$ cat src/hw/rtl/strm_pkg.sv
// shared types and constants of the sparse table range-min block
// no dependencies; used by the controller, datapath and top level
package strm_pkg;

    // default sizing
    localparam int MAX_ELEMENTS_DEF = 256;
    localparam int VALUE_WIDTH_DEF  = 32;

    // port field widths
    localparam int POS_W       = 8;
    localparam int IN_VALUE_W  = 32;
    localparam int LEFT_W      = 8;
    localparam int RIGHT_W     = 9;
    localparam int OUT_VALUE_W = 32;

    // configuration port
    localparam int CFG_IDX_W  = 2;
    localparam int CFG_DATA_W = 9;
    localparam logic [CFG_IDX_W-1:0]  REG_USED_LENGTH = 2'd0;
    localparam logic [CFG_IDX_W-1:0]  REG_TAKE_MAX    = 2'd1;
    localparam logic [CFG_DATA_W-1:0] USED_LENGTH_RST = 9'd256;

    // request kinds
    localparam logic MODE_WRITE = 1'b0;
    localparam logic MODE_QUERY = 1'b1;

    // controller to datapath commands
    typedef struct packed {
        logic clear;       // zero one element during the reset sweep
        logic accept;      // take an input request
        logic build_init;  // start a table rebuild at level one
        logic b_tread;     // rebuild: read two winners of the level below
        logic b_eread;     // rebuild: read the two candidate elements
        logic b_write;     // rebuild: store the winner, step to next entry
        logic q_tread;     // query: read the two window winners
        logic q_eread;     // query: read the two winning elements
        logic load_out;    // load the result register
    } t_dp_cmd;

    // datapath to controller status
    typedef struct packed {
        logic q_err;       // request on the input ports is a bad range
        logic clear_last;  // reset sweep is at its last element
        logic build_none;  // used length too short for any table level
        logic entry_last;  // last entry of the current level
        logic level_last;  // current level is the top one
        logic out_free;    // result register can take a new result
    } t_dp_status;

endpackage

$ cat src/hw/rtl/strm_ctrl.sv
// controller state machine: reset sweep, request intake, rebuild and query
// sequencing; depends on strm_pkg command and status types
module strm_ctrl (
    input  logic                i_clk,
    input  logic                i_rst_n,
    input  logic                i_in_valid,
    input  logic                i_mode,
    input  logic                i_cfg_we,
    input  strm_pkg::t_dp_status i_status,
    output logic                o_in_stall,
    output strm_pkg::t_dp_cmd   o_cmd
);

    localparam logic [2:0] ST_CLEAR = 3'd0;
    localparam logic [2:0] ST_IDLE  = 3'd1;
    localparam logic [2:0] ST_BTRD  = 3'd2;
    localparam logic [2:0] ST_BERD  = 3'd3;
    localparam logic [2:0] ST_BWR   = 3'd4;
    localparam logic [2:0] ST_QTRD  = 3'd5;
    localparam logic [2:0] ST_QERD  = 3'd6;
    localparam logic [2:0] ST_DONE  = 3'd7;

    logic [2:0] r_state;
    logic [2:0] n_state;
    logic       r_table_ok;
    logic       n_table_ok;

    // next state, table freshness and commands
    always_comb begin
        n_state    = r_state;
        n_table_ok = r_table_ok;
        o_cmd      = '0;
        o_in_stall = 1'b1;
        if (i_cfg_we) begin
            n_table_ok = 1'b0;
        end
        case (r_state)
            ST_CLEAR: begin
                o_cmd.clear = 1'b1;
                if (i_status.clear_last) begin
                    n_state = ST_IDLE;
                end
            end
            ST_IDLE: begin
                o_in_stall = 1'b0;
                if (i_in_valid) begin
                    o_cmd.accept = 1'b1;
                    if (i_mode == strm_pkg::MODE_WRITE) begin
                        n_table_ok = 1'b0;
                    end else if (i_status.q_err) begin
                        n_state = ST_DONE;
                    end else if (!r_table_ok) begin
                        o_cmd.build_init = 1'b1;
                        if (i_status.build_none) begin
                            n_table_ok = 1'b1;
                            n_state    = ST_QTRD;
                        end else begin
                            n_state = ST_BTRD;
                        end
                    end else begin
                        n_state = ST_QTRD;
                    end
                end
            end
            ST_BTRD: begin
                o_cmd.b_tread = 1'b1;
                n_state       = ST_BERD;
            end
            ST_BERD: begin
                o_cmd.b_eread = 1'b1;
                n_state       = ST_BWR;
            end
            ST_BWR: begin
                o_cmd.b_write = 1'b1;
                if (i_status.entry_last && i_status.level_last) begin
                    n_table_ok = 1'b1;
                    n_state    = ST_QTRD;
                end else begin
                    n_state = ST_BTRD;
                end
            end
            ST_QTRD: begin
                o_cmd.q_tread = 1'b1;
                n_state       = ST_QERD;
            end
            ST_QERD: begin
                o_cmd.q_eread = 1'b1;
                n_state       = ST_DONE;
            end
            ST_DONE: begin
                if (i_status.out_free) begin
                    o_cmd.load_out = 1'b1;
                    n_state        = ST_IDLE;
                end
            end
            default: begin
                n_state = ST_IDLE;
            end
        endcase
    end

    // state registers
    always_ff @(posedge i_clk) begin
        if (!i_rst_n) begin
            r_state    <= ST_CLEAR;
            r_table_ok <= 1'b0;
        end else begin
            r_state    <= n_state;
            r_table_ok <= n_table_ok;
        end
    end

endmodule

$ cat config.mk
export PLATFORM = sky130hd
export DESIGN_NAME = strm_ctrl
export DESIGN_NICKNAME = d
export VERILOG_FILES = /design/src/hw/rtl/strm_pkg.sv /design/src/hw/rtl/strm_ctrl.sv
export SDC_FILE = /design/constraint.sdc
export NUM_CORES = 1
export LEC_CHECK = 0
export BUFFER_PORTS_ARGS = -buffer_cell sky130_fd_sc_hd__clkbuf_2
export CAP_MARGIN = 20
export CELL_PAD_IN_SITES_DETAIL_PLACEMENT = 0
export CELL_PAD_IN_SITES_GLOBAL_PLACEMENT = 1
export CORE_MARGIN = 3
export CORE_UTILIZATION = 26
export DETAILED_ROUTE_END_ITERATION = 12
export PLACE_DENSITY_LB_ADDON = 0.1
export SYNTH_ARGS = -nofsm -noshare
export SYNTH_HDL_FRONTEND = slang
export SYNTH_SLANG_ARGS = --single-unit
$ cat constraint.sdc
create_clock -name i_clk -period 1.6 [get_ports i_clk]
set_input_delay 0.32 -clock i_clk [delete_from_list [all_inputs] [get_ports i_clk]]
set_output_delay 0.32 -clock i_clk [all_outputs]
set_load 0.01 [all_outputs]
# Word-level counts from Yosys, hierarchy flattened
# Cells that the tools add are included.
# W data, S select, Z words.
[totals]
inputBits = 11
mem_count = 0
ram_bits = 0
reg_bits = 4
romBits = 0
latchBits = 0
[classes]
muxes = 31
reduce_logical = 3
add_sub_neg = 0
n_shift = 0
multipliers = 0
bitwise = 0
eq_ne = 11
div = 0
magnitude_cmp = 0
[ops]
columns = ["operator", "n"]
rows = [
  ["$mux W3", 8],
  ["$pmux W3 S8", 1],
  ["$mux W1", 19],
  ["$eq A3 B3 Y1 const B", 4],
  ["$ne A2 B2 Y1 const B", 4],
  ["$eq A3 B2 Y1 const B", 2],
  ["$mux W2", 2],
  ["$reduce_and A4 Y1", 1],
  ["$eq A3 B1 Y1 const B", 1],
  ["$logic_not A3 Y1", 1],
  ["$pmux W1 S2", 1],
  ["$logic_and A1 B1 Y1", 1],
]

# Longest topological paths before layout
# Gate-level depths: netlist (run 1).
[logic_depth]
word_depth = 7
mapped_depth = 6
depth_no_buf = 5

# Least setup slack after synthesis (run 1)
# Ideal clock, no wire load.
[synth_path]
path_kind = "reg2out"
from = "register r_state[0]"
to = "output o_cmd[6] in the netlist's numbering"
required_time_ns = 1.280
t_arrival_ns = 1.048
path_buffers = 1
path_stages_with_launch = 6
path_slack_ns = 0.232
path_cell_list = "dfxtp_1 > buf_6 > nor3b_2 > nand2_1 > clkinv_1 > and3_1"
[synth_lines]
columns = ["item", "line_no", "source"]
rows = [
  ["from (decl)", "strm_ctrl.sv:23", "logic [2:0] r_state;"],
  ["from (signal assigned)", "strm_ctrl.sv:108", "r_state <= n_state;"],
  ["to (decl)", "strm_ctrl.sv:11", "output strm_pkg::t_dp_cmd o_cmd"],
]

==> summary.md, run 1 <==
| Metric | Value |
|---|---|
| Synth cell count leaders | `nor2_1 (10), a21oi_1 (4), dfxtp_1 (4), inv_1 (4), nand2_1 (4)` |
| Yosys cell types | `27` |
| Worst min path class | `input pin to flip-flop` |
| Max Slew Vio Count | `0` |
| Status | `complete, no violations` |
| Worst EP arrival | `~1200 ps` |
| Later-pin clock latency in the skew report | `230 ps` |
| CP Class | `flip-flop to primary output` |
| Wire per inst | `10.7 um` |
| Leakage | `0.282 nW` |
| Diode count | `0` |
| Root Driver | `clkbuf_4` |
| Period utilization | `95.7%` |
| Clock Skews | `2.10 ps` |
| Chip Width | `43.5 um` |
| Total wire length | `986 um` |
| Max-cap violation count | `0` |
| Port bufs | `20` |
| Grt ovf | `0` |
| Vias | `440` |
| Setup-failing EPs final | `0` |
| Hold buffers post-CTS | `0` |
| Tot GR Track Use | `11.5%` |
| Setup crit start kind | `flip-flop` |
| RSZ-0062 raised after global routing | `no` |
| Fmax | `about 650 MHz` |
| Syn Inst Count | `53` |
| Net count, final | `between 90 and 100` |
| Count leader, synth | `nor2_1` |
| Tmin final | `roughly 1500 ps` |
| H-tree levels | `1` |
| Initial DRC Count | `18` |
| Worst-margin pin slew | `324 ps` |
| Post-detail-place hpwl | `808 um` |
| DR DRC count | `0` |
| Mapped cell area | `365 um2` |
| GPL Wtd Cong | `0.721` |
| Vias per Instance | `roughly 4.8` |
| Synth area leaders | `dfxtp_1 (22%), nor2_1 (10%), a21oi_1 (5.5%), o21ai_0 (4.1%), inv_1 (4.1%)` |
| TritonCTS clock tree | `built` |
| Post-Syn Nets | `64` |
| Pwr Density | `596 mW/mm2` |
| Maximum clock path buffer count | `2` |
| Global-route wire length before repair | `1.68 mm` |
| Final Hold Viols | `0` |
| Core Box Area | `between 0.001 and 0.0015 mm2` |
| DRT Pass-1 Iters | `6` |
| Register area share after synthesis | `between 20% and 30%` |
| Remaining antenna violation count | `0` |
| Worst-path maximum fanout | `3` |
| Setup TNS | `0 ps` |
| Chip Height | `approximately 43 um` |
| Cell row count | `12` |
| Total power | `0.000318 W` |
| Area leader, netlist | `dfxtp_1` |
| Initial Util | `30.0%` |
| Vias in the first global route | `408` |
| Initial antenna violation count | `0` |
| Layout cells sized above 1 | `46.2%` |
| FFs w/ async S/R, synth | `0%` |
| CP required | `around 1300 ps` |
| Top_reg_cell synth | `dfxtp_1` |
| Mean Syn Cell Area | `6.89 um2` |
| Seq cells post-synth | `4` |
| Yosys warns | `0` |
| Largest net degree at the start of global routing | `12` |
| Die Footprint | `0.00189 mm2` |
| Worst rel slew slack | `78.4%` |
| P&R area growth vs syn | `46.2%` |
| # IOs | `21` |
| Clock sink count | `4` |
| Synth top area share | `21.9%` |
| Number of flops mapped to enable cells by yosys | `0` |
| VDD IR max | `approximately 0.16 mV` |
| Final Core Density | `between 40% and 50%` |
| CTS clk-pin slew, worst paths | `40 ps` |
| Critical Path End Type | `primary output` |
| CTS buffer count | `3` |
==> worst paths after layout <==
check / depth (start not counted) / end / from / slack (ps)
hold / removal: 2 / r_state[1] / i_rst_n / 350
setup reg to reg: 7 / r_state[2] / r_state[0] / 200
setup / recovery: 5 / o_cmd[6] / r_state[1] / 70
hold reg to reg: 2 / r_table_ok / r_table_ok / 630
==> cells by family (layout without fill, tap and decap cells) <==
| family | Yosys count | count (layout) | synth area share [%] |
|---|---|---|---|
| DFF | 4 | 4 | 21.9 |
| xor gates and xnor gates | 1 | 1 | 2.40 |
| and+or+nand+nor | 24 | 24 | 34.6 |
| buffers and inverters | 9 | 34 | 12.3 |
| AOI/OAI and AO/OA | 15 | 15 | 28.8 |
==> sequential cells by signal, summed over array words and instances, names as in the netlist <==
signal and count:
r_state 3, r_table_ok 1
==> cell usage in the layout (no fill, tap or decap) <==
master     instances
nor3b_1            2
o31ai_1            1
clkinv_2           1
nor2_1             9
xor2_1             1
inv_1              4
and3_1             2
nand2_1            4
nand4_1            1
clkinv_1           1
nor3b_4            1
clkbuf_4           3
a21oi_1            4
or3b_4             1
o22ai_2            1
or2_1              1
nand3_1            1
a21boi_1           1
nor2_2             1
a21o_1             1
o31a_1             1
dfxtp_2            3
dfxtp_1            1
clkbuf_2          20
o21a_1             1
o21ai_0            3
nor3_1             1
buf_4              5
a2111oi_1          1
o221ai_1           1
==> cell type report <==
type / count / area (um2)
multi-input combinational: 40 / 249
timing repair buffer: 25 / 138
clock buffer: 3 / 22.5
inverter: 6 / 23.8
tap: 14 / 17.5
sequential: 4 / 83.8
fill: 126 / 682
==> power by group <==
part	switching, W	total [W]	leakage [nW]	internal (W)
combinational	0.0000432	0.0000874	0.234	0.0000442
sequential	0.00000289	0.000107	0.0338	0.000104
clock	0.0000398	0.000124	0.0138	0.0000838
total	0.0000859	0.000318	0.282	0.000232
==> critical path, cell delays in order, from the launching register on <==
cell and delay [ps]:
dfxtp_2 330, nor3b_4 210, nand2_1 90, clkinv_1 70, and3_1 150, clkbuf_2 130
==> stage by stage <==
step                      cells  instance area (um2)  setup WS [ps]  hold slack, ps
after floorplan              53                  365            232             438
after CTS                    91                  520           30.2             353
after global placement       87                  484            205             589
final                        92                  534           69.4             354
after detailed placement     87                  484            211             595
after global routing         92                  534           3.60             365
==> what timing repair did <==
action / 4_1_cts / 5_1_grt
endpoints found under the setup margin: 1 / 5
pin swaps: 1 / 2
buffers inserted: 1 / 1
resized for setup: 1 / 4
==> routing by layer <==
layer	vias to the layer above	track usage [%]	wire length, um
li1	238	-	-
met3	0	2.90	68
met5	-	0	0
met1	187	16.1	484
met2	15	16.2	433
met4	0	5.42	0
Note: power is estimated with default switching activity, not from simulation.
==> run 2, diff against run 1 <==
--- a/config.mk
+++ b/config.mk
@@ -5,14 +5,16 @@
 export SDC_FILE = /design/constraint.sdc
 export NUM_CORES = 1
 export LEC_CHECK = 0
+export ABC_AREA = 1
 export BUFFER_PORTS_ARGS = -buffer_cell sky130_fd_sc_hd__clkbuf_2
 export CAP_MARGIN = 20
 export CELL_PAD_IN_SITES_DETAIL_PLACEMENT = 0
 export CELL_PAD_IN_SITES_GLOBAL_PLACEMENT = 1
 export CORE_MARGIN = 3
-export CORE_UTILIZATION = 26
+export CORE_UTILIZATION = 27
 export DETAILED_ROUTE_END_ITERATION = 12
 export PLACE_DENSITY_LB_ADDON = 0.1
+export SLEW_MARGIN = 40
 export SYNTH_ARGS = -nofsm -noshare
 export SYNTH_HDL_FRONTEND = slang
 export SYNTH_SLANG_ARGS = --single-unit
==> run 2 against run 1 <==
First-iteration DRC count fell by 72%. Clock skew increased by 2.5 ps. Sequential power up 50%. Register-to-register slack improved by 220 ps. Setup slack improved by 13 ps. Global-route usage increased by 0.31 points. Largest power group is now combinational logic. Synthesized area increased by 16%. Largest cell class unchanged. Critical path type unchanged. Flip-flop and latch count unchanged. Power grew 110%. Wire length grew 4.1%.
==> summary.md, run 2 <==
| Metric | Value |
|---|---|
| Status | `complete, no violations` |
| Hold Path Depth | `3 (+1)` |
| Worst-path maximum fanout | `7 (+4)` |
| Vias in the first global route | `418 (+2.5%)` |
| Fill cells | `161 (+28%)` |
| Setup TNS | `0 ps (unchanged)` |
| Yosys warns | `0 (unchanged)` |
| GPL Wtd Cong | `0.710 (-1.6%)` |
| Clock Skews | `4.59 ps (+2.49 ps)` |
| Top reg by flops | `r_state` |
| Chip Height | `45.6 um (+4.8%)` |
| Diode count | `0 (unchanged)` |
| Worst Hold End | `r_state[1]` |
| Crit path from | `r_state[0]` |
| Worst min path class | `input pin to flip-flop` |
| Hold buffers post-CTS | `0 (unchanged)` |
| Leakage | `0.339 nW (+20%)` |
| Synth cell count leaders | `nand2_1 (15), inv_1 (11), nand3_1 (8), nor2_1 (7), a21oi_1 (5)` |
| Setup crit start kind | `flip-flop` |
| Pwr Density | `1210 mW/mm2 (+100%)` |
| Xor-xnor portion of the synthesized cell area | `0% (-2.4 points)` |
| Critical Path End Type | `primary output` |
| Top Layer Used | `met4` |
| Area used by multi-input combinational logic | `263 um2 (+5.5%)` |
| P&R area growth vs syn | `31.4%` |
| Register area | `82.6 um2 (-1.5%)` |
| Register area share after synthesis | `18.9% (-3.0 points)` |
| Initial antenna violation count | `0 (unchanged)` |
| CP required | `1280 ps (about the same)` |
| Setup-failing EPs final | `0 (unchanged)` |
| Grt ovf | `0 (unchanged)` |
| Tmin final | `1520 ps (-13.2 ps)` |
| Max-cap violation count | `0 (unchanged)` |
| Die Footprint | `0.00208 mm2 (+9.8%)` |
| Final Hold Viols | `0 (unchanged)` |
| Net count, final | `106 (+16%)` |
| Tot GR Track Use | `11.8% (+0.31 points)` |
| Largest net degree at the start of global routing | `10 (-2)` |
| Post-detail-place hpwl | `894 um (+11%)` |
| Final WS setup | `82.6 ps (+13.2 ps)` |
| CP Class | `flip-flop to primary output` |
| Fmax | `659 MHz (+0.87%)` |
| HP Start | `i_rst_n` |
| Worst path max stage delay | `320 ps (about the same)` |
| Routed length on met3 | `92 um (+35%)` |
| CTS clk-pin slew, worst paths | `40 ps (about the same)` |
| Vias per Instance | `4.53 (-5.3%)` |
| Port bufs | `20 (unchanged)` |
| Commonest non-fill, non-tap cells in the layout | `clkbuf_2 (20), nand2_1 (15), inv_1 (11), nand3_1 (8), nor2_1 (7)` |
| Clock sink count | `4 (unchanged)` |
| Synth Area in Compound Gates | `10.4% (-18 points)` |
| Period utilization | `94.8% (-0.83 points)` |
| Total wire length | `1.03 mm (+4.1%)` |
| Top_reg_cell synth | `dfxtp_1` |
| Initial DRC Count | `5 (-13)` |
| Biggest regs | `r_state x3, r_table_ok x1` |
| Final Core Density | `40.2% (-3.7 points)` |
| Max Slew Vio Count | `0 (unchanged)` |
| FFs w/ async S/R, synth | `0% (unchanged)` |
| TritonCTS clock tree | `built` |
| Dpl ws | `230 ps (+19.3 ps)` |
| Mux cell area share after synthesis | `0% (unchanged)` |
| Simple-Gate Fraction of Synth Area | `51.8% (+17 points)` |
| FF-to-FF setup slack | `420 ps (+220 ps)` |
| Met2 routed WL | `464 um (+7.2%)` |
| Area leader, netlist | `dfxtp_1` |
| Synth area leaders | `dfxtp_1 (19%), nand2_1 (13%), inv_1 (9.8%), nand3_1 (9.5%), nor2_4 (8.0%)` |
| CTS buffer count | `3 (unchanged)` |
| Worst-margin pin slew | `267 ps (-56.7 ps)` |
| Count leader, synth | `nand2_1` |
| Max FFs per register | `3 (unchanged)` |
| # IOs | `21 (unchanged)` |
| H-tree levels | `1 (unchanged)` |
| Chip Width | `45.6 um (+4.8%)` |
| Vias | `489 (+11%)` |
| VDD IR max | `0.370 mV (+130%)` |
| R2r endpoint | `r_state[1]` |
| Yosys cell types | `18 (-33%)` |
| Mean Syn Cell Area | `5.96 um2 (-14%)` |
| DR DRC count | `0 (unchanged)` |
| CP max stage cell | `dfxtp_1` |
| Worst EP arrival | `1200 ps (about the same)` |
| Number of flops mapped to enable cells by yosys | `0 (unchanged)` |
| Maximum clock path buffer count | `2 (unchanged)` |
| Wire per inst | `9.50 um (-11%)` |
| Remaining antenna violation count | `0 (unchanged)` |
| Mapped cell area | `423 um2 (+16%)` |
| Core Box Area | `0.00138 mm2 (+14%)` |
| Worst rel slew slack | `82.1% (+3.7 points)` |
| DRT Pass-1 Iters | `4 (-2)` |
| Later-pin clock latency in the skew report | `240 ps (about the same)` |
| Root Driver | `clkbuf_4` |
| Cell row count | `13 (+1)` |
| Synth top area share | `18.9% (-3.0 points)` |
| Commonest non-fill, non-tap cell in the layout | `clkbuf_2` |
| Post-Syn Nets | `82 (+28%)` |
| Initial Util | `30.6% (+0.55 points)` |
| Post-CTS Setup Bufs | `0 (-1)` |
| Path depth of the worst reg2reg path | `6 (-1)` |
| Main combinational cell family by area after synthesis | `simple AND/OR/NAND/NOR gates` |
| Adder-cell share of the synthesized area | `0% (unchanged)` |
| Layout cells sized above 1 | `45.2% (-0.99 points)` |
| Total power | `0.000671 W (+110%)` |
| M1 wire length | `456 um (-5.8%)` |
| Global-route wire length before repair | `1.75 mm (+3.7%)` |
| CP cell instances | `buf_4, nor3_2, clkbuf_2` |
| Final hold slack | `321 ps (-33.3 ps)` |
| Seq cells post-synth | `4 (unchanged)` |
| Syn Inst Count | `71 (+34%)` |
| Worst R2R Start | `r_state[0]` |
-- run 2: cells by family after synthesis --
group                  count (synthesis)
AO/OA/AOI/OAI                          8
buffers and inverters                 18
AND/OR/NAND/NOR                       41
flip-flops                             4
-- run 2: worst max-delay path by stage --
stage / cells past startpoint / slack [ps] / end
after floorplan: 5 / 410 / o_cmd[6]
after global placement: 3 / 220 / o_cmd[3]
after detailed placement: 3 / 230 / o_cmd[3]
after CTS: 5 / 60 / o_cmd[1]
after global routing: 3 / -7 / o_cmd[3]
final: 3 / 80 / o_cmd[3]
-- run 2: stage by stage --
| stage | std cells | cell area [um2] |
|---|---|---|
| floorplan | 71 | 423 |
| global placement | 105 | 531 |
| global route | 108 | 556 |
| detailed placement | 105 | 531 |
| CTS | 108 | 554 |
| finish | 108 | 556 |
-- run 2: routing by layer --
metal	track usage (%)	vias up
met4	3.51	0
met5	0	-
met1	13.6	202
li1	-	263
met2	19.5	22
met3	5.14	2
-- run 2: report_power, final --
part / internal (W) / switching [W] / leakage (nW) / total [W]
sequential: 0.000124 / 0.0000362 / 0.0336 / 0.000161
clock: 0.0000839 / 0.0000412 / 0.0138 / 0.000125
combinational: 0.000146 / 0.000239 / 0.291 / 0.000385
total: 0.000354 / 0.000317 / 0.339 / 0.000671
-- run 2: cell type report --
class	count	share of cell area, %
multi-input combinational	49	47.3
timing repair buffer	21	19.4
sequential	4	14.9
inverter	16	11.0
clock buffer	3	4.05
tap	15	3.38
-- run 2: repair_timing --
item | CTS | global route
gates resized for setup | 1 | 1
endpoints found under the hold margin | 0 | 0
setup endpoints to repair | 1 | 4
-- run 2: worst max-delay path, delay by kind of cell, from the launching register on --
kind | cells | cell delay (ps)
buffers and inverters | 2 | 360
flip-flops | 1 | 320
AND/OR/NAND/NOR | 1 | 280
